### config.mk
export PLATFORM = sky130hd
export DESIGN_NAME = laplacian_stencil_row_generator_unit_flat
export DESIGN_NICKNAME = d
export VERILOG_FILES = /design/src/rtl/lsrg_pkg.sv /design/src/rtl/lsrg_if.sv /design/src/rtl/lsrg_front.sv /design/src/rtl/lsrg_fifo.sv /design/src/rtl/lsrg_back.sv /design/src/rtl/laplacian_stencil_row_generator_unit.sv /design/src/flat_wrapper.sv
export SDC_FILE = /design/constraint.sdc
export NUM_CORES = 1
export LEC_CHECK = 0
export ABC_AREA = 1
export BUFFER_PORTS_ARGS = -buffer_cell sky130_fd_sc_hd__buf_2
export CELL_PAD_IN_SITES_DETAIL_PLACEMENT = 1
export CELL_PAD_IN_SITES_GLOBAL_PLACEMENT = 1
export CORE_MARGIN = 5
export CORE_UTILIZATION = 40
export DETAILED_ROUTE_END_ITERATION = 7
export PLACE_DENSITY = 0.71
export SLEW_MARGIN = 20
export SYNTH_ARGS = -nofsm -noshare
export SYNTH_HDL_FRONTEND = slang
export SYNTH_SLANG_ARGS = --single-unit
### constraint.sdc
create_clock -name clk_i -period 11.27 [get_ports clk_i]
set_input_delay 1.127 -clock clk_i [delete_from_list [all_inputs] [get_ports clk_i]]
set_output_delay 1.127 -clock clk_i [all_outputs]
set_load 0.05 [all_outputs]
### src/rtl/lsrg_pkg.sv
package lsrg_pkg;

  localparam int unsigned AXIS_W     = 2;
  localparam int unsigned CFG_DATA_W = 31;
  localparam int unsigned CFG_IDX_W  = 3;
  localparam int unsigned COEF_W     = 31;
  localparam int unsigned DIAG_W     = COEF_W + 3;
  localparam int unsigned VALUE_W    = 36;
  localparam int unsigned NBR_N      = 6;

  localparam logic [AXIS_W-1:0]  AXES_RST = 2'd3;
  localparam logic [COEF_W-1:0]  COEF_RST = 31'd65536;
  localparam logic [VALUE_W-1:0] ONE_Q16  = 36'd65536;

  // neighbour slots, emitted in this order
  localparam int unsigned NBR_XM = 0;
  localparam int unsigned NBR_XP = 1;
  localparam int unsigned NBR_YM = 2;
  localparam int unsigned NBR_YP = 3;
  localparam int unsigned NBR_ZM = 4;
  localparam int unsigned NBR_ZP = 5;

  typedef enum logic [CFG_IDX_W-1:0] {
    REG_AXIS_COUNT = 3'd0,
    REG_SIZE_X     = 3'd1,
    REG_SIZE_Y     = 3'd2,
    REG_SIZE_Z     = 3'd3,
    REG_COEF_X     = 3'd4,
    REG_COEF_Y     = 3'd5,
    REG_COEF_Z     = 3'd6
  } reg_idx_e;

  typedef struct packed {
    logic              boundary;
    logic [NBR_N-1:0]  nbr;
    logic [DIAG_W-1:0] diag;
  } row_ctrl_t;

  localparam int unsigned ROW_CTRL_W = $bits(row_ctrl_t);

endpackage

### src/rtl/lsrg_if.sv
interface lsrg_pnt_if #(
  parameter int unsigned COORD_BITS = 10
);
  logic                  valid;
  logic                  ready;
  logic [COORD_BITS-1:0] point_x;
  logic [COORD_BITS-1:0] point_y;
  logic [COORD_BITS-1:0] point_z;

  modport source (output valid, point_x, point_y, point_z, input ready);
  modport sink   (input valid, point_x, point_y, point_z, output ready);
endinterface

interface lsrg_ent_if #(
  parameter int unsigned COORD_BITS = 10
);
  logic                  valid;
  logic                  ready;
  logic [COORD_BITS-1:0] column_x;
  logic [COORD_BITS-1:0] column_y;
  logic [COORD_BITS-1:0] column_z;
  logic signed [35:0]    entry_value;
  logic                  last_entry;

  modport source (output valid, column_x, column_y, column_z, entry_value, last_entry,
                  input ready);
  modport sink   (input valid, column_x, column_y, column_z, entry_value, last_entry,
                  output ready);
endinterface

### src/rtl/lsrg_front.sv
module lsrg_front
  import lsrg_pkg::*;
#(
  parameter int unsigned COORD_BITS = 10
) (
  input  logic                  clk_i,
  input  logic                  rst_ni,
  input  logic                  in_valid_i,
  output logic                  in_ready_o,
  input  logic [COORD_BITS-1:0] point_x_i,
  input  logic [COORD_BITS-1:0] point_y_i,
  input  logic [COORD_BITS-1:0] point_z_i,
  input  logic [AXIS_W-1:0]     axis_count_i,
  input  logic [COORD_BITS:0]   size_x_i,
  input  logic [COORD_BITS:0]   size_y_i,
  input  logic [COORD_BITS:0]   size_z_i,
  input  logic [COEF_W-1:0]     coef_x_i,
  input  logic [COEF_W-1:0]     coef_y_i,
  input  logic [COEF_W-1:0]     coef_z_i,
  output logic                  push_valid_o,
  input  logic                  push_ready_i,
  output logic [COORD_BITS-1:0] row_x_o,
  output logic [COORD_BITS-1:0] row_y_o,
  output logic [COORD_BITS-1:0] row_z_o,
  output row_ctrl_t             row_ctrl_o
);

  localparam int unsigned EW = COORD_BITS + 2;

  function automatic logic on_edge(logic [COORD_BITS-1:0] p, logic [COORD_BITS:0] s);
    logic [EW-1:0] lim;
    lim = {1'b0, s} - EW'(1);
    return (p == '0) || ({2'b00, p} == lim);
  endfunction

  function automatic logic lo_ok(logic [COORD_BITS-1:0] p);
    return p > COORD_BITS'(1);
  endfunction

  function automatic logic hi_ok(logic [COORD_BITS-1:0] p, logic [COORD_BITS:0] s);
    return ({2'b00, p} + EW'(2)) < {1'b0, s};
  endfunction

  logic                  ax2, ax3;
  logic [COORD_BITS-1:0] px, py, pz;
  logic [COEF_W-1:0]     cy, cz;
  logic [COEF_W+1:0]     coef_sum;
  row_ctrl_t             ctrl;

  logic                  valid_q, valid_d;
  logic [COORD_BITS-1:0] x_q, y_q, z_q;
  row_ctrl_t             ctrl_q;
  logic                  load;

  // axis count of zero behaves as one axis
  assign ax2 = axis_count_i[1];
  assign ax3 = (axis_count_i == 2'd3);
  assign px  = point_x_i;
  assign py  = ax2 ? point_y_i : '0;
  assign pz  = ax3 ? point_z_i : '0;
  assign cy  = ax2 ? coef_y_i : '0;
  assign cz  = ax3 ? coef_z_i : '0;

  assign coef_sum = {2'b00, coef_x_i} + {2'b00, cy} + {2'b00, cz};

  always_comb begin
    ctrl.boundary     = on_edge(px, size_x_i) | (ax2 & on_edge(py, size_y_i))
                      | (ax3 & on_edge(pz, size_z_i));
    ctrl.nbr          = '0;
    ctrl.nbr[NBR_XM]  = lo_ok(px);
    ctrl.nbr[NBR_XP]  = hi_ok(px, size_x_i);
    ctrl.nbr[NBR_YM]  = ax2 & lo_ok(py);
    ctrl.nbr[NBR_YP]  = ax2 & hi_ok(py, size_y_i);
    ctrl.nbr[NBR_ZM]  = ax3 & lo_ok(pz);
    ctrl.nbr[NBR_ZP]  = ax3 & hi_ok(pz, size_z_i);
    ctrl.diag         = {coef_sum, 1'b0};
  end

  assign in_ready_o = !valid_q || push_ready_i;
  assign load       = in_valid_i && in_ready_o;

  always_comb begin
    valid_d = valid_q;
    if (load) begin
      valid_d = 1'b1;
    end else if (push_ready_i) begin
      valid_d = 1'b0;
    end
  end

  always_ff @(posedge clk_i or negedge rst_ni) begin
    if (!rst_ni) begin
      valid_q <= 1'b0;
    end else begin
      valid_q <= valid_d;
    end
  end

  always_ff @(posedge clk_i) begin
    if (load) begin
      x_q    <= px;
      y_q    <= py;
      z_q    <= pz;
      ctrl_q <= ctrl;
    end
  end

  assign push_valid_o = valid_q;
  assign row_x_o      = x_q;
  assign row_y_o      = y_q;
  assign row_z_o      = z_q;
  assign row_ctrl_o   = ctrl_q;

endmodule

### src/rtl/lsrg_fifo.sv
module lsrg_fifo #(
  parameter int unsigned WIDTH = 8,
  parameter int unsigned DEPTH = 2
) (
  input  logic             clk_i,
  input  logic             rst_ni,
  input  logic             push_valid_i,
  output logic             push_ready_o,
  input  logic [WIDTH-1:0] push_data_i,
  output logic             pop_valid_o,
  input  logic             pop_ready_i,
  output logic [WIDTH-1:0] pop_data_o
);

  localparam int unsigned PW = (DEPTH > 1) ? $clog2(DEPTH) : 1;
  localparam int unsigned CW = $clog2(DEPTH + 1);

  logic [WIDTH-1:0] mem_q [DEPTH];
  logic [PW-1:0]    wr_q, wr_d, rd_q, rd_d;
  logic [CW-1:0]    cnt_q, cnt_d;
  logic             push, pop;

  assign push_ready_o = (cnt_q != CW'(DEPTH));
  assign pop_valid_o  = (cnt_q != '0);
  assign push         = push_valid_i && push_ready_o;
  assign pop          = pop_valid_o && pop_ready_i;
  assign pop_data_o   = mem_q[rd_q];

  always_comb begin
    wr_d  = wr_q;
    rd_d  = rd_q;
    cnt_d = cnt_q;
    if (push) begin
      wr_d = (wr_q == PW'(DEPTH - 1)) ? '0 : wr_q + PW'(1);
    end
    if (pop) begin
      rd_d = (rd_q == PW'(DEPTH - 1)) ? '0 : rd_q + PW'(1);
    end
    if (push && !pop) begin
      cnt_d = cnt_q + CW'(1);
    end else if (pop && !push) begin
      cnt_d = cnt_q - CW'(1);
    end
  end

  always_ff @(posedge clk_i or negedge rst_ni) begin
    if (!rst_ni) begin
      wr_q  <= '0;
      rd_q  <= '0;
      cnt_q <= '0;
    end else begin
      wr_q  <= wr_d;
      rd_q  <= rd_d;
      cnt_q <= cnt_d;
    end
  end

  always_ff @(posedge clk_i) begin
    if (push) begin
      mem_q[wr_q] <= push_data_i;
    end
  end

endmodule

### src/rtl/lsrg_back.sv
module lsrg_back
  import lsrg_pkg::*;
#(
  parameter int unsigned COORD_BITS = 10
) (
  input  logic                  clk_i,
  input  logic                  rst_ni,
  input  logic                  pop_valid_i,
  output logic                  pop_ready_o,
  input  logic [COORD_BITS-1:0] row_x_i,
  input  logic [COORD_BITS-1:0] row_y_i,
  input  logic [COORD_BITS-1:0] row_z_i,
  input  row_ctrl_t             row_ctrl_i,
  input  logic [COEF_W-1:0]     coef_x_i,
  input  logic [COEF_W-1:0]     coef_y_i,
  input  logic [COEF_W-1:0]     coef_z_i,
  output logic                  out_valid_o,
  input  logic                  out_ready_i,
  output logic [COORD_BITS-1:0] column_x_o,
  output logic [COORD_BITS-1:0] column_y_o,
  output logic [COORD_BITS-1:0] column_z_o,
  output logic [VALUE_W-1:0]    entry_value_o,
  output logic                  last_entry_o
);

  logic                  cur_valid_q, cur_valid_d;
  logic                  diag_pend_q, diag_pend_d;
  logic [COORD_BITS-1:0] cx_q, cy_q, cz_q;
  row_ctrl_t             ctrl_q, ctrl_d;

  logic                  ov_q, ov_d;
  logic [COORD_BITS-1:0] ox_q, oy_q, oz_q;
  logic [VALUE_W-1:0]    oval_q;
  logic                  olast_q;

  logic [NBR_N-1:0]      sel, rem_nxt;
  logic [COORD_BITS-1:0] nx, ny, nz;
  logic [VALUE_W-1:0]    nval;
  logic                  nlast;
  logic                  advance, pop;

  // lowest pending neighbour, as a one-hot
  assign sel     = ctrl_q.nbr & (~ctrl_q.nbr + NBR_N'(1));
  assign rem_nxt = ctrl_q.nbr & ~sel;

  always_comb begin
    nx = cx_q;
    ny = cy_q;
    nz = cz_q;
    if (diag_pend_q) begin
      nval  = ctrl_q.boundary ? ONE_Q16 : VALUE_W'(ctrl_q.diag);
      nlast = ctrl_q.boundary || (ctrl_q.nbr == '0);
    end else begin
      nlast = (rem_nxt == '0);
      priority if (sel[NBR_XM]) begin
        nx   = cx_q - COORD_BITS'(1);
        nval = '0 - VALUE_W'(coef_x_i);
      end else if (sel[NBR_XP]) begin
        nx   = cx_q + COORD_BITS'(1);
        nval = '0 - VALUE_W'(coef_x_i);
      end else if (sel[NBR_YM]) begin
        ny   = cy_q - COORD_BITS'(1);
        nval = '0 - VALUE_W'(coef_y_i);
      end else if (sel[NBR_YP]) begin
        ny   = cy_q + COORD_BITS'(1);
        nval = '0 - VALUE_W'(coef_y_i);
      end else if (sel[NBR_ZM]) begin
        nz   = cz_q - COORD_BITS'(1);
        nval = '0 - VALUE_W'(coef_z_i);
      end else begin
        nz   = cz_q + COORD_BITS'(1);
        nval = '0 - VALUE_W'(coef_z_i);
      end
    end
  end

  assign advance     = cur_valid_q && (!ov_q || out_ready_i);
  assign pop_ready_o = !cur_valid_q || (advance && nlast);
  assign pop         = pop_valid_i && pop_ready_o;

  always_comb begin
    cur_valid_d = cur_valid_q;
    diag_pend_d = diag_pend_q;
    ctrl_d      = ctrl_q;
    if (pop) begin
      cur_valid_d = 1'b1;
      diag_pend_d = 1'b1;
      ctrl_d      = row_ctrl_i;
    end else if (advance) begin
      cur_valid_d = !nlast;
      diag_pend_d = 1'b0;
      if (!diag_pend_q) begin
        ctrl_d.nbr = rem_nxt;
      end
    end
  end

  always_comb begin
    ov_d = ov_q;
    if (advance) begin
      ov_d = 1'b1;
    end else if (out_ready_i) begin
      ov_d = 1'b0;
    end
  end

  always_ff @(posedge clk_i or negedge rst_ni) begin
    if (!rst_ni) begin
      cur_valid_q <= 1'b0;
      diag_pend_q <= 1'b0;
      ov_q        <= 1'b0;
    end else begin
      cur_valid_q <= cur_valid_d;
      diag_pend_q <= diag_pend_d;
      ov_q        <= ov_d;
    end
  end

  always_ff @(posedge clk_i) begin
    ctrl_q <= ctrl_d;
    if (pop) begin
      cx_q <= row_x_i;
      cy_q <= row_y_i;
      cz_q <= row_z_i;
    end
    if (advance) begin
      ox_q    <= nx;
      oy_q    <= ny;
      oz_q    <= nz;
      oval_q  <= nval;
      olast_q <= nlast;
    end
  end

  assign out_valid_o   = ov_q;
  assign column_x_o    = ox_q;
  assign column_y_o    = oy_q;
  assign column_z_o    = oz_q;
  assign entry_value_o = oval_q;
  assign last_entry_o  = olast_q;

endmodule

### src/rtl/laplacian_stencil_row_generator_unit.sv
// Laplacian stencil row generator: each point beat yields the entries of its
// matrix row, diagonal first, then x-1, x+1, y-1, y+1, z-1, z+1, one entry beat per
// cycle while the sink is ready, last_entry marking the final one. A boundary point
// yields one entry and an interior point up to seven, all sent by the back-end
// sequencer through a single output register. The front end classifies points
// and computes the diagonal; a two-deep queue lets it run ahead while the sequencer
// works through a row, and a row of one entry follows the previous row with no gap.
// A point passes the front-end register, the queue and the sequencer. Configuration
// writes must only happen while no row is in flight.
module laplacian_stencil_row_generator_unit
  import lsrg_pkg::*;
#(
  parameter int unsigned COORD_BITS = 10
) (
  input  logic                  clk_i,
  input  logic                  rst_ni,
  input  logic                  cfg_we_i,
  input  logic [CFG_IDX_W-1:0]  cfg_idx_i,
  input  logic [CFG_DATA_W-1:0] cfg_data_i,
  lsrg_pnt_if.sink              pnt_i,
  lsrg_ent_if.source            ent_o
);

  localparam int unsigned SIZE_W  = COORD_BITS + 1;
  localparam int unsigned QUEUE_W = 3 * COORD_BITS + ROW_CTRL_W;
  localparam int unsigned QUEUE_D = 2;
  localparam logic [SIZE_W-1:0] SIZE_RST = SIZE_W'(1) << COORD_BITS;

  logic [AXIS_W-1:0] axis_q;
  logic [SIZE_W-1:0] size_x_q, size_y_q, size_z_q;
  logic [COEF_W-1:0] coef_x_q, coef_y_q, coef_z_q;

  always_ff @(posedge clk_i or negedge rst_ni) begin
    if (!rst_ni) begin
      axis_q   <= AXES_RST;
      size_x_q <= SIZE_RST;
      size_y_q <= SIZE_RST;
      size_z_q <= SIZE_RST;
      coef_x_q <= COEF_RST;
      coef_y_q <= COEF_RST;
      coef_z_q <= COEF_RST;
    end else if (cfg_we_i) begin
      unique case (reg_idx_e'(cfg_idx_i))
        REG_AXIS_COUNT: axis_q   <= cfg_data_i[AXIS_W-1:0];
        REG_SIZE_X:     size_x_q <= cfg_data_i[SIZE_W-1:0];
        REG_SIZE_Y:     size_y_q <= cfg_data_i[SIZE_W-1:0];
        REG_SIZE_Z:     size_z_q <= cfg_data_i[SIZE_W-1:0];
        REG_COEF_X:     coef_x_q <= cfg_data_i[COEF_W-1:0];
        REG_COEF_Y:     coef_y_q <= cfg_data_i[COEF_W-1:0];
        REG_COEF_Z:     coef_z_q <= cfg_data_i[COEF_W-1:0];
        default: ;
      endcase
    end
  end

  logic                  push_valid, push_ready, pop_valid, pop_ready;
  logic [COORD_BITS-1:0] fx, fy, fz, bx, by, bz;
  row_ctrl_t             fctrl, bctrl;
  logic [QUEUE_W-1:0]    q_in, q_out;
  logic [VALUE_W-1:0]    value;

  lsrg_front #(
    .COORD_BITS (COORD_BITS)
  ) u_front (
    .clk_i        (clk_i),
    .rst_ni       (rst_ni),
    .in_valid_i   (pnt_i.valid),
    .in_ready_o   (pnt_i.ready),
    .point_x_i    (pnt_i.point_x),
    .point_y_i    (pnt_i.point_y),
    .point_z_i    (pnt_i.point_z),
    .axis_count_i (axis_q),
    .size_x_i     (size_x_q),
    .size_y_i     (size_y_q),
    .size_z_i     (size_z_q),
    .coef_x_i     (coef_x_q),
    .coef_y_i     (coef_y_q),
    .coef_z_i     (coef_z_q),
    .push_valid_o (push_valid),
    .push_ready_i (push_ready),
    .row_x_o      (fx),
    .row_y_o      (fy),
    .row_z_o      (fz),
    .row_ctrl_o   (fctrl)
  );

  assign q_in = {fx, fy, fz, fctrl};

  lsrg_fifo #(
    .WIDTH (QUEUE_W),
    .DEPTH (QUEUE_D)
  ) u_queue (
    .clk_i        (clk_i),
    .rst_ni       (rst_ni),
    .push_valid_i (push_valid),
    .push_ready_o (push_ready),
    .push_data_i  (q_in),
    .pop_valid_o  (pop_valid),
    .pop_ready_i  (pop_ready),
    .pop_data_o   (q_out)
  );

  assign {bx, by, bz, bctrl} = q_out;

  lsrg_back #(
    .COORD_BITS (COORD_BITS)
  ) u_back (
    .clk_i         (clk_i),
    .rst_ni        (rst_ni),
    .pop_valid_i   (pop_valid),
    .pop_ready_o   (pop_ready),
    .row_x_i       (bx),
    .row_y_i       (by),
    .row_z_i       (bz),
    .row_ctrl_i    (bctrl),
    .coef_x_i      (coef_x_q),
    .coef_y_i      (coef_y_q),
    .coef_z_i      (coef_z_q),
    .out_valid_o   (ent_o.valid),
    .out_ready_i   (ent_o.ready),
    .column_x_o    (ent_o.column_x),
    .column_y_o    (ent_o.column_y),
    .column_z_o    (ent_o.column_z),
    .entry_value_o (value),
    .last_entry_o  (ent_o.last_entry)
  );

  assign ent_o.entry_value = $signed(value);

endmodule

### src/flat_wrapper.sv
// flat-port wrapper written by rule: the top's interface ports become plain ports
module laplacian_stencil_row_generator_unit_flat import lsrg_pkg::*;
#(
  parameter int unsigned COORD_BITS = 10
)
  (clk_i, rst_ni, cfg_we_i, cfg_idx_i, cfg_data_i, pnt_i_valid, pnt_i_point_x, pnt_i_point_y, pnt_i_point_z, pnt_i_ready, ent_o_valid, ent_o_column_x, ent_o_column_y, ent_o_column_z, ent_o_entry_value, ent_o_last_entry, ent_o_ready);
  lsrg_pnt_if #(.COORD_BITS(COORD_BITS)) pnt_i_i ();
  lsrg_ent_if #(.COORD_BITS(COORD_BITS)) ent_o_i ();
  input  logic clk_i;
  input  logic rst_ni;
  input  logic cfg_we_i;
  input  logic [CFG_IDX_W-1:0] cfg_idx_i;
  input  logic [CFG_DATA_W-1:0] cfg_data_i;
  input wire logic [$bits(pnt_i_i.valid)-1:0] pnt_i_valid;
  input wire logic [$bits(pnt_i_i.point_x)-1:0] pnt_i_point_x;
  input wire logic [$bits(pnt_i_i.point_y)-1:0] pnt_i_point_y;
  input wire logic [$bits(pnt_i_i.point_z)-1:0] pnt_i_point_z;
  output wire logic [$bits(pnt_i_i.ready)-1:0] pnt_i_ready;
  output wire logic [$bits(ent_o_i.valid)-1:0] ent_o_valid;
  output wire logic [$bits(ent_o_i.column_x)-1:0] ent_o_column_x;
  output wire logic [$bits(ent_o_i.column_y)-1:0] ent_o_column_y;
  output wire logic [$bits(ent_o_i.column_z)-1:0] ent_o_column_z;
  output wire logic [$bits(ent_o_i.entry_value)-1:0] ent_o_entry_value;
  output wire logic [$bits(ent_o_i.last_entry)-1:0] ent_o_last_entry;
  input wire logic [$bits(ent_o_i.ready)-1:0] ent_o_ready;
  assign pnt_i_i.valid = pnt_i_valid;
  assign pnt_i_i.point_x = pnt_i_point_x;
  assign pnt_i_i.point_y = pnt_i_point_y;
  assign pnt_i_i.point_z = pnt_i_point_z;
  assign pnt_i_ready = pnt_i_i.ready;
  assign ent_o_valid = ent_o_i.valid;
  assign ent_o_column_x = ent_o_i.column_x;
  assign ent_o_column_y = ent_o_i.column_y;
  assign ent_o_column_z = ent_o_i.column_z;
  assign ent_o_entry_value = ent_o_i.entry_value;
  assign ent_o_last_entry = ent_o_i.last_entry;
  assign ent_o_i.ready = ent_o_ready;
  laplacian_stencil_row_generator_unit #(.COORD_BITS(COORD_BITS)) u_core (.clk_i(clk_i), .rst_ni(rst_ni), .cfg_we_i(cfg_we_i), .cfg_idx_i(cfg_idx_i), .cfg_data_i(cfg_data_i), .pnt_i(pnt_i_i), .ent_o(ent_o_i));
endmodule
==> run metrics, run 1 <==
Area contributors post-synth=edfxtp_1 (40%), dfrtp_1 (12%), nand2_1 (12%); hold slack final=446 ps; gr usage total=23.7%; Synth Area in XOR/XNOR=3.61%; Post-CTS Resized=0; nets=3275; worst reg2reg path startpoint=u_core.axis_q[1]; unrepaired setup endpoints after global routing=no; Die Footprint=70700 sq um; die width=266 um; ANT nets after route=0; largest net degree at the start of global routing=73; TritonCTS buffer count=54; Final Hold Viols=0; via-per-instance ratio=5.30; # fillers=7622; Initial Util=40.5%; Seq/Total Area, Yosys=52.7%; critical path cell sequence=nand2_2 > inv_1 > nand2_1 > fa_1 > inv_1 > ha_1 > nand2_1 > nor2_1 > nand4_1 > o21ai_0 > nand4_1 > o2111ai_1 > nand2_1; worst slew pin tran=1060 ps; Post-synth EDFFs=346; postcts setup bufs=0; Design Power=8.12 mW; final WL=84900 um; WP data arrival=5680 ps; CTS tree=yes; leading area contributor after synthesis=edfxtp_1; max incr delay on CP=1120 ps; crit start category=flip-flop; grt ovf=0; Compound-Gate Fraction of Synth Area=8.08%; H-tree levels=2; chip height=266 um; HP Class=reg -> reg; Residual DRC=0; first-pass GRT wire length=131000 um; TritonCTS Sinks=482; Slowest cell on crit path=dfstp_2; Critical Path RT=11610 ps; Slew headroom=29.1%; Hold Buf Count CTS=0; synthesized area=26200 sq um; initial antenna violation count=1; Layout area overhead=12.9%; fraction of synthesized area in multiplexers=0.191%; Setup WS post-layout=5930 ps; Worst Path Class, Setup=reg -> reg; Avg Cell Area, Syn=8.86 sq um; IO Count=138; Most common cell on crit path=nand2_1; CP startpoint=u_core.axis_q[1]; GPL Wtd Cong=0.980; Unique masters post-synth=56; delay-heaviest family, CP=simple AND/OR/NAND/NOR gates; Leakage Power=13.4 nW; total number of vias=21192; Synth top area share=39.7%; Worst Path Buf+Inv=2; Placeable Area=64700 sq um; CP max FO=46; vias in the first global route=22192; adder-cell share of the synthesized area=6.17%; Yosys warnings=0; WL/cell=21.2 um; layout cells sized above 1=9.36%; Initial DRC Count=1412; pwr dens=275 nW/um^2; Achievable Freq=0.187 GHz; net count after synthesis=3137; clock latency on the worst-skew pair=610 ps; flops & latches, synth=482; VDD IR max=0.126 mV; Post-synth ARST share=28.2%; min cycle time layout=5340 ps; final setup vio count=0; cell count after synthesis=2958; outcome=finished clean; row cnt=93; CTS root buf=clkbuf_16; TritonRoute pass-1 iters=5; Min-Delay Startpoint=u_core.u_front.row_y_o[7]; clock buffer depth=3; Layout Skew=17.6 ps; share of the clock period used by the worst path=47.4%; Most used DFF post-synth=edfxtp_1; Fin Setup TNS=0 ps; pre-CTS WS=6050 ps; fin. max-slew vios=0; Post-Synth Simple-Gate Area=22.6%; HPWL after detailed placement=65500 um; Clock Pin Slew Worst Setup and Hold Paths=60 ps; port bufs=137; Max-Cap Viols=0; main combinational cell family by area after synthesis=simple AND/OR/NAND/NOR gates; Crit. End Element=flip-flop
-- final timing paths --
kind | cells past startpoint | end | slack, ps
max in group asynchronous | 2 | u_core.coef_z_q[20] | 9320
setup reg to reg | 13 | u_core.u_front.row_ctrl_o[28] | 5930
min in group asynchronous | 1 | u_core.u_front.push_valid_o | 560
setup / recovery | 13 | u_core.u_front.row_ctrl_o[28] | 5930
hold reg to reg | 0 | u_core.u_queue.mem_q[0][57] | 450
hold / removal | 0 | u_core.u_queue.mem_q[0][57] | 450
-- cell type report --
| cell class | count | area [sq um] | share of cell area (%) |
|---|---|---|---|
| sequential | 482 | 13800 | 46.7 |
| tap | 855 | 1070 | 3.62 |
| inverter | 382 | 1440 | 4.85 |
| timing repair buffer | 153 | 812 | 2.75 |
| clock buffer | 73 | 1500 | 5.06 |
| antenna | 1 | 2.50 | 0.00846 |
| multi-input combinational | 2023 | 10700 | 36.1 |
| clock inverter | 29 | 264 | 0.893 |
-- logic make-up after synthesis --
logic type               Yosys count
flip-flops                       482
adder cells (fa/ha/maj)          110
buffers and inverters            453
XOR/XNOR                         108
multiplexers                       5
AO/OA/AOI/OAI                    377
AND/OR/NAND/NOR                 1423
-- layout by cell type (no fill, tap or decap), types with 5 or more instances in the layout --
master       n
a21o_1       7
a21oi_1     75
a31oi_1      8
buf_2      136
buf_4       16
clkbuf_1    14
clkbuf_16   56
clkinv_1     8
clkinv_2    10
dfrtp_1    127
dfstp_2      8
edfxtp_1   346
fa_1        32
ha_1        78
inv_1      374
inv_2        7
mux2i_1      5
nand2_1    847
nand3_1    194
nand3b_1     6
nand4_1     56
nor2_1     238
nor2_2       7
nor2_4       5
nor3_1      36
nor4_1      11
o211ai_1    13
o21ai_0    217
o21ai_2      9
o21bai_1     5
o221ai_1     5
o22ai_1      6
o31ai_1      6
or2_2       10
xnor2_1     21
xor2_1      87
-- metal layers --
metal,GRT usage [%],part of all wire (%),vias up
li1,-,-,10062
met1,35.2,48,10609
met2,37.7,45,432
met3,2.78,4.4,89
met4,5.13,2.0,0
met5,0,0,-
-- through the flow --
stage | util [%] | area [sq um] | std cells
floorplan | - | 26200 | 2958
global placement | 43.0 | 27800 | 3895
detailed placement | 43.0 | 27800 | 3895
CTS | 45.7 | 29600 | 3997
global route | 45.7 | 29600 | 3998
finish | 45.7 | 29600 | 3998
-- state kept, by name (all words and copies together) (netlist names), 11 cells and up --
register                     flops
u_core.coef_x_q                 31
u_core.coef_y_q                 31
u_core.coef_z_q                 31
u_core.size_x_q                 11
u_core.size_y_q                 11
u_core.size_z_q                 11
u_core.u_back.ctrl_q            40
u_core.u_back.entry_value_o     35
u_core.u_front.row_ctrl_o       40
u_core.u_queue.mem_q           140
-- cells in the mapped netlist, types with 2 or more instances --
cell type    n
buf_1        8
nor2_4       3
nand4_1     56
buf_4        3
nand3_1    194
clkbuf_1    50
edfxtp_1   346
buf_6        3
a21boi_0     4
mux2i_1      5
nor2_2       6
inv_1      378
nand2_1    850
xor2_1      87
fa_1        32
o21ai_0    217
a21o_1       7
o2111ai_1    3
nor3_1      36
nand2_2      3
or2_2       10
a41oi_1      4
a31oi_1      8
a21oi_1     75
nand3b_1     6
dfrtp_1    128
inv_2        4
xnor2_1     21
buf_2        7
a22oi_1      2
o22ai_1      6
o31ai_1      6
nor2_1     241
o211ai_1    13
dfstp_2      8
a311oi_1     2
o221ai_1     5
nor4_1      11
o21bai_1     5
a22o_1       2
o21ai_1      3
o21ai_2      9
ha_1        78
-- power by group --
| group | leakage [nW] | internal [mW] | switching, mW | total [mW] |
|---|---|---|---|---|
| combinational | 7.50 | 0.781 | 2.39 | 3.17 |
| sequential | 5.00 | 2.81 | 0.401 | 3.21 |
| clock | 0.854 | 1.00 | 0.737 | 1.74 |
Note: power is estimated with default switching activity, not from simulation.
==> inputs of run 2 (changes only) <==
--- a/config.mk
+++ b/config.mk
@@ -5,14 +5,14 @@
 export SDC_FILE = /design/constraint.sdc
 export NUM_CORES = 1
 export LEC_CHECK = 0
-export ABC_AREA = 1
+export ABC_AREA = 0
 export BUFFER_PORTS_ARGS = -buffer_cell sky130_fd_sc_hd__buf_2
 export CELL_PAD_IN_SITES_DETAIL_PLACEMENT = 1
 export CELL_PAD_IN_SITES_GLOBAL_PLACEMENT = 1
 export CORE_MARGIN = 5
 export CORE_UTILIZATION = 40
 export DETAILED_ROUTE_END_ITERATION = 7
-export PLACE_DENSITY = 0.71
+export PLACE_DENSITY = 0.68
 export SLEW_MARGIN = 20
 export SYNTH_ARGS = -nofsm -noshare
 export SYNTH_HDL_FRONTEND = slang
==> constraint.sdc (replaced) <==
create_clock -name clk_i -period 5.13 [get_ports clk_i]
set_input_delay 0.513 -clock clk_i [delete_from_list [all_inputs] [get_ports clk_i]]
set_output_delay 0.513 -clock clk_i [all_outputs]
set_load 0.05 [all_outputs]
==> run 2 against run 1 <==
Effect of this change: sequential share of layout area grew 2.2 points; die area shrank 5.0%; routed wire length is 15% lower; non-clock buffer count increased by 16; register-to-register slack worse by 5200 ps; worst setup slack lost 5200 ps; via count shrank 19%; global-route usage decreased by 2.5 points; largest power group unchanged.
==> run metrics, run 2 <==
Synth Area in XOR/XNOR=6.77%; die width=259 um; CP startpoint=u_core.axis_q[0]; vias in the first global route=18551; fin util=45.8%; IO Count=138; delay-heaviest family, CP=compound AO/OA/AOI/OAI gates; TritonCTS buffer count=52; Unique masters post-synth=77; clock latency on the worst-skew pair=600 ps; VDD IR max=0.319 mV; GPL Wtd Cong=0.893; Avg Cell Area, Syn=11.6 sq um; final setup vio count=0; net count after synthesis=2312; Layout area overhead=13.7%; HPWL after detailed placement=52800 um; share of the clock period used by the worst path=85.4%; clock buffer depth=3; Post-synth EDFFs=346; synth cell count leaders=edfxtp_1 (346), nand2_1 (232), mux2_2 (144), inv_1 (143), dfrtp_1 (128); max incr delay on CP=700 ps; fraction of synthesized area in multiplexers=7.01%; worst slew pin tran=1030 ps; Final Hold Viols=0; Clock Pin Slew Worst Setup and Hold Paths=60 ps; max FFs per register=140; row cnt=91; via-per-instance ratio=5.46; TritonRoute pass-1 iters=5; Placeable Area=61600 sq um; port bufs=137; Achievable Freq=0.228 GHz; grt ovf=0; initial antenna violation count=3; min cycle time layout=4380 ps; Leakage Power=11.0 nW; Slew headroom=30.6%; Residual DRC=0; stages on the worst setup path=14; CTS root buf=clkbuf_16; first-pass GRT wire length=110000 um; hold slack final=154 ps; CTS tree=yes; layout cells sized above 1=18.2%; Initial DRC Count=1152; synthesized area=24800 sq um; adder-cell share of the synthesized area=6.55%; Max-Cap Viols=0; Post-synth ARST share=28.2%; WL/cell=22.9 um; Critical Path End=u_core.u_front.row_ctrl_o[24]; CP max FO=16; r2r endpoint=u_core.u_front.row_ctrl_o[24]; Most flops, register=u_core.u_queue.mem_q; main combinational cell family by area after synthesis=simple AND/OR/NAND/NOR gates; worst reg2reg path startpoint=u_core.axis_q[0]; leading area contributor after synthesis=edfxtp_1; Initial Util=40.3%; Layout Skew=19.0 ps; commonest non-fill, non-tap cell in the layout=edfxtp_1; pwr dens=593 nW/um^2; Most common cell on crit path=nand2_1; gr usage total=21.1%; Worst Path Class, Setup=reg -> reg; Critical Path RT=5470 ps; Post-Synth Simple-Gate Area=12.5%; largest net degree at the start of global routing=82; cell depth of the worst flop-to-flop path=14; Yosys warnings=0; total number of vias=17224; Worst Path Buf+Inv=2; reg2reg setup slack=750 ps; cell count after synthesis=2133; most frequent cell after synthesis=edfxtp_1; Fin Setup TNS=0 ps; flops & latches, synth=482; crit start category=flip-flop; Area contributors post-synth=edfxtp_1 (42%), dfrtp_1 (13%), mux2_2 (6.5%); Die Footprint=67200 sq um; TritonCTS Sinks=482; Most used DFF post-synth=edfxtp_1; fin. max-slew vios=0; chip height=259 um; nets=2453; most frequent cells in the layout=edfxtp_1 (346), nand2_1 (232), mux2_2 (144); unrepaired setup endpoints after global routing=no; WP data arrival=4720 ps; final WL=72200 um; ANT nets after route=0; H-tree levels=2; Crit. End Element=flip-flop; Slowest cell on crit path=dfstp_2; Synth top area share=41.8%; Compound-Gate Fraction of Synth Area=8.17%; HP Class=in -> reg; outcome=finished clean; Seq/Total Area, Yosys=55.6%; critical path cell sequence=and2_1 > buf_4 > nand2_1 > fa_1 > inv_1 > ha_1 > a21oi_1 > o21ai_1 > or4_1 > a31oi_1 > nand2_1 > a211o_1 > a21o_1 > xor2_1
run 2: changes by cell type in the layout (fill, tap and decap cells not counted), sizes merged, moves of 28 or more:
cell / before / now
o21ai: 229 / 137
nand3: 195 / 49
and3: 0 / 28
inv: 384 / 145
xnor2: 21 / 126
nor2: 250 / 110
nand4: 56 / 10
nand2: 854 / 232
mux2: 0 / 144
run 2: routing by layer:
layer | global-route usage [%] | vias to the layer above | share of wire (%) | wire length [um]
li1 | - | 7927 | - | -
met3 | 3.12 | 126 | 5.2 | 3780
met4 | 7.75 | 0 | 3.6 | 2590
met5 | 0 | - | 0 | 0
met2 | 35.3 | 426 | 48 | 34600
met1 | 28.2 | 8745 | 43 | 31300
run 2: worst min-delay path by stage:
stage / from / to / slack, ps / cells after the start
after floorplan: rst_ni / u_core.coef_x_q[0] / 220 / 0
after global placement: u_core.u_front.row_ctrl_o[17] / u_core.u_queue.mem_q[0][16] / 420 / 0
after detailed placement: u_core.u_front.row_ctrl_o[16] / u_core.u_queue.mem_q[0][15] / 440 / 0
after CTS: pnt_i_valid / u_core.u_front.push_valid_o / 120 / 2
after global routing: pnt_i_valid / u_core.u_front.push_valid_o / 130 / 2
final: cfg_data_i[11] / u_core.coef_x_q[11] / 150 / 3
run 2: final cells by class:
class	instances	area [sq um]
Fill cell	6611	33400
Tap cell	837	1050
Timing Repair Buffer	169	951
Clock inverter	26	243
Sequential cell	482	13800
Inverter	144	542
Multi-Input combinational cell	1425	10200
Clock buffer	70	1400
Antenna cell	2	5.00
run 2: cells by family after synthesis:
logic type / after synthesis
multiplexers: 156
flip-flops: 482
AO/OA/AOI/OAI: 330
buffers and inverters: 226
adder cells (fa/ha/maj): 111
AND/OR/NAND/NOR: 636
XOR/XNOR: 192
run 2: worst register-to-register path: cells and delay by family, from the launching register on:
family	cells	cell delay, ps
simple gates	4	970
flops	1	700
buf+inv	2	320
xor+xnor	1	140
compound gates	5	1150
fa+ha+maj	2	880
run 2: where the power goes:
group | internal (mW) | total, mW | switching (mW)
clock | 2.11 | 3.66 | 1.55
combinational | 1.99 | 6.07 | 4.07
sequential | 6.06 | 7.01 | 0.958
total | 10.2 | 16.7 | 6.58
run 2: timing repair:
item                                    4_1_cts  5_1_grt
hold endpoints to repair                     29        0
buffers inserted                              0        0
endpoints found under the setup margin        0        0
gates resized for setup                       0        0
hold buffers                                  1        0
run 2: metrics by stage:
stage | setup slack [ps] | cells | cell area [sq um] | total power, mW
6_report | 751 | 3155 | 28200 | 16.7
5_1_grt | 433 | 3155 | 28200 | 17.6
4_1_cts | 738 | 3153 | 28200 | 16.9
3_5_place_dp | 744 | 3056 | 26600 | 13.1
3_3_place_gp | 913 | 3056 | 26600 | 12.9
2_1_floorplan | 599 | 2133 | 24800 | 11.0
==> inputs of run 3 (changes only) <==
==> constraint.sdc (replaced) <==
create_clock -name clk_i -period 5 [get_ports clk_i]
set_input_delay 1 -clock clk_i [delete_from_list [all_inputs] [get_ports clk_i]]
set_output_delay 1 -clock clk_i [all_outputs]
set_load 0.05 [all_outputs]
==> run 3 against run 2 <==
Effect of this change: first-iteration DRC count increased by 0.52%; clock skew increased by 11 ps; via count increased by 0.25%; routed wire length decreased by 0.20%; power increased by 2.8%; clock power increased by 4%; flip-flop and latch count unchanged; critical path depth unchanged; sequential share of layout area about the same; design area about the same.
==> run metrics, run 3 (synthesized netlist as in run 2, its figures left out) <==
row cnt=91; port bufs=137; min cycle time layout=4240 ps; commonest non-fill, non-tap cell in the layout=edfxtp_1; Die Footprint=67200 sq um; Placeable Area=61600 sq um; VDD IR max=0.305 mV; worst slew pin tran=1120 ps; HPWL after detailed placement=51900 um; grt ovf=0; TritonCTS Sinks=482; Achievable Freq=0.236 GHz; Slowest cell on crit path=dfstp_2; Initial Util=40.3%; GPL Wtd Cong=0.878; CTS tree=yes; H-tree levels=2; delay-heaviest family, CP=compound AO/OA/AOI/OAI gates; NetSw=6.76 mW; clock buffer depth=3; final setup vio count=0; sw frac=39.3%; routing usage on met3=3.65%; busiest grt layer=met2; total number of vias=17267; Max-Cap Viols=0; Most flops, register=u_core.u_queue.mem_q; chip height=259 um; hold slack final=433 ps; grt met2 use=35.7%; Crit. End Element=flip-flop; Leakage Power=11.0 nW; pwr dens=609 nW/um^2; TritonCTS buffer count=53; Post-CTS Resized=0; die width=259 um; share of the clock period used by the worst path=84.8%; Clock Pin Slew Worst Setup and Hold Paths=60 ps; HP Class=in -> async; clock latency on the worst-skew pair=610 ps; first-pass GRT wire length=109000 um; CP max FO=29; initial antenna violation count=2; Initial DRC Count=1158; Residual DRC=0; postcts setup bufs=0; final WL=72100 um; max FFs per register=140; # diodes=0; most frequent cells in the layout=edfxtp_1 (346), nand2_1 (232), mux2_2 (144); M1 GR Usage=27.8%; Int Power=10.5 mW; CTS root buf=clkbuf_16; WL/cell=22.9 um; vias in the first global route=18149; Layout Skew=29.5 ps; Reg power frac=41.8%; ANT nets after route=0; gr usage total=21.0%; Clk pwr share=22.1%; Most common cell on crit path=nand2_1; Design Power=17.2 mW; crit start category=flip-flop; Worst Path Class, Setup=reg -> reg; Final Hold Viols=0; largest net degree at the start of global routing=90; Worst Path Buf+Inv=2; max incr delay on CP=710 ps; critical path cell sequence=and2_1 > buf_12 > nand2_1 > fa_1 > inv_1 > ha_1 > a21oi_1 > o21ai_1 > or4_1 > a31oi_1 > nand2_1 > a211o_1 > a21o_1 > xor2_1; WP data arrival=4590 ps; IO Count=138; Hold Buf Count CTS=0; fin. max-slew vios=0; layout cells sized above 1=18.2%; nets=2452; Fin Setup TNS=0 ps; via-per-instance ratio=5.48; Layout area overhead=13.8%; Critical Path RT=5350 ps; Slew headroom=24.7%; TritonRoute pass-1 iters=5; unrepaired setup endpoints after global routing=no; outcome=finished clean; Comb power frac=36.2%
run 3: area by class of cell:
cell class	instances	area, sq um
Clock buffer	73	1450
Multi-Input combinational cell	1425	10200
Tap cell	837	1050
Timing Repair Buffer	167	967
Clock inverter	22	201
Sequential cell	482	13800
Inverter	144	542
Fill cell	6582	33300
run 3: final timing paths:
path                                                from                       endpoint  slack, ps  depth (start not counted)
max                                     u_core.axis_q[0]  u_core.u_front.row_ctrl_o[24]        760                         14
min reg2reg                u_core.u_front.row_ctrl_o[36]    u_core.u_queue.mem_q[1][35]        440                          0
max in group asynchronous                         rst_ni            u_core.size_x_q[10]       3450                          2
max reg2reg                             u_core.axis_q[0]  u_core.u_front.row_ctrl_o[24]        760                         14
min in group clk_i         u_core.u_front.row_ctrl_o[36]    u_core.u_queue.mem_q[1][35]        440                          0
min                                               rst_ni            u_core.coef_x_q[25]        430                          1
run 3: metrics by stage:
step / instance area [sq um] / setup WS (ps) / util [%] / cells
2_1_floorplan: 24800 / 469 / - / 2133
3_3_place_gp: 26600 / 857 / 43.1 / 3054
3_5_place_dp: 26600 / 796 / 43.1 / 3054
4_1_cts: 28200 / 788 / 45.8 / 3149
5_1_grt: 28300 / 553 / 45.9 / 3150
6_report: 28300 / 759 / 45.9 / 3150
run 3: metal layers:
layer	wire length, um	part of all wire, %
met4	2180	3.0
met5	14	0.019
met2	34900	48
met1	31200	43
met3	3810	5.3
run 3: worst register-to-register path, cell delays in order (launching register included):
cell and delay (ps):
dfstp_2 710, and2_1 250, buf_12 220, nand2_1 120, fa_1 490, inv_1 40, ha_1 390, a21oi_1 250
o21ai_1 120, or4_1 440, a31oi_1 250, nand2_1 140, a211o_1 280, a21o_1 180, xor2_1 130
run 3: power groups by stage:
stage                     clock (mW)  combinational, mW  sequential (mW)
after CTS                       3.91               6.27             7.20
after global placement             0               6.04             7.17
after detailed placement           0               6.22             7.26
after floorplan                    0               3.54             7.72
final                           3.80               6.22             7.19
after global routing            4.09               6.72             7.34
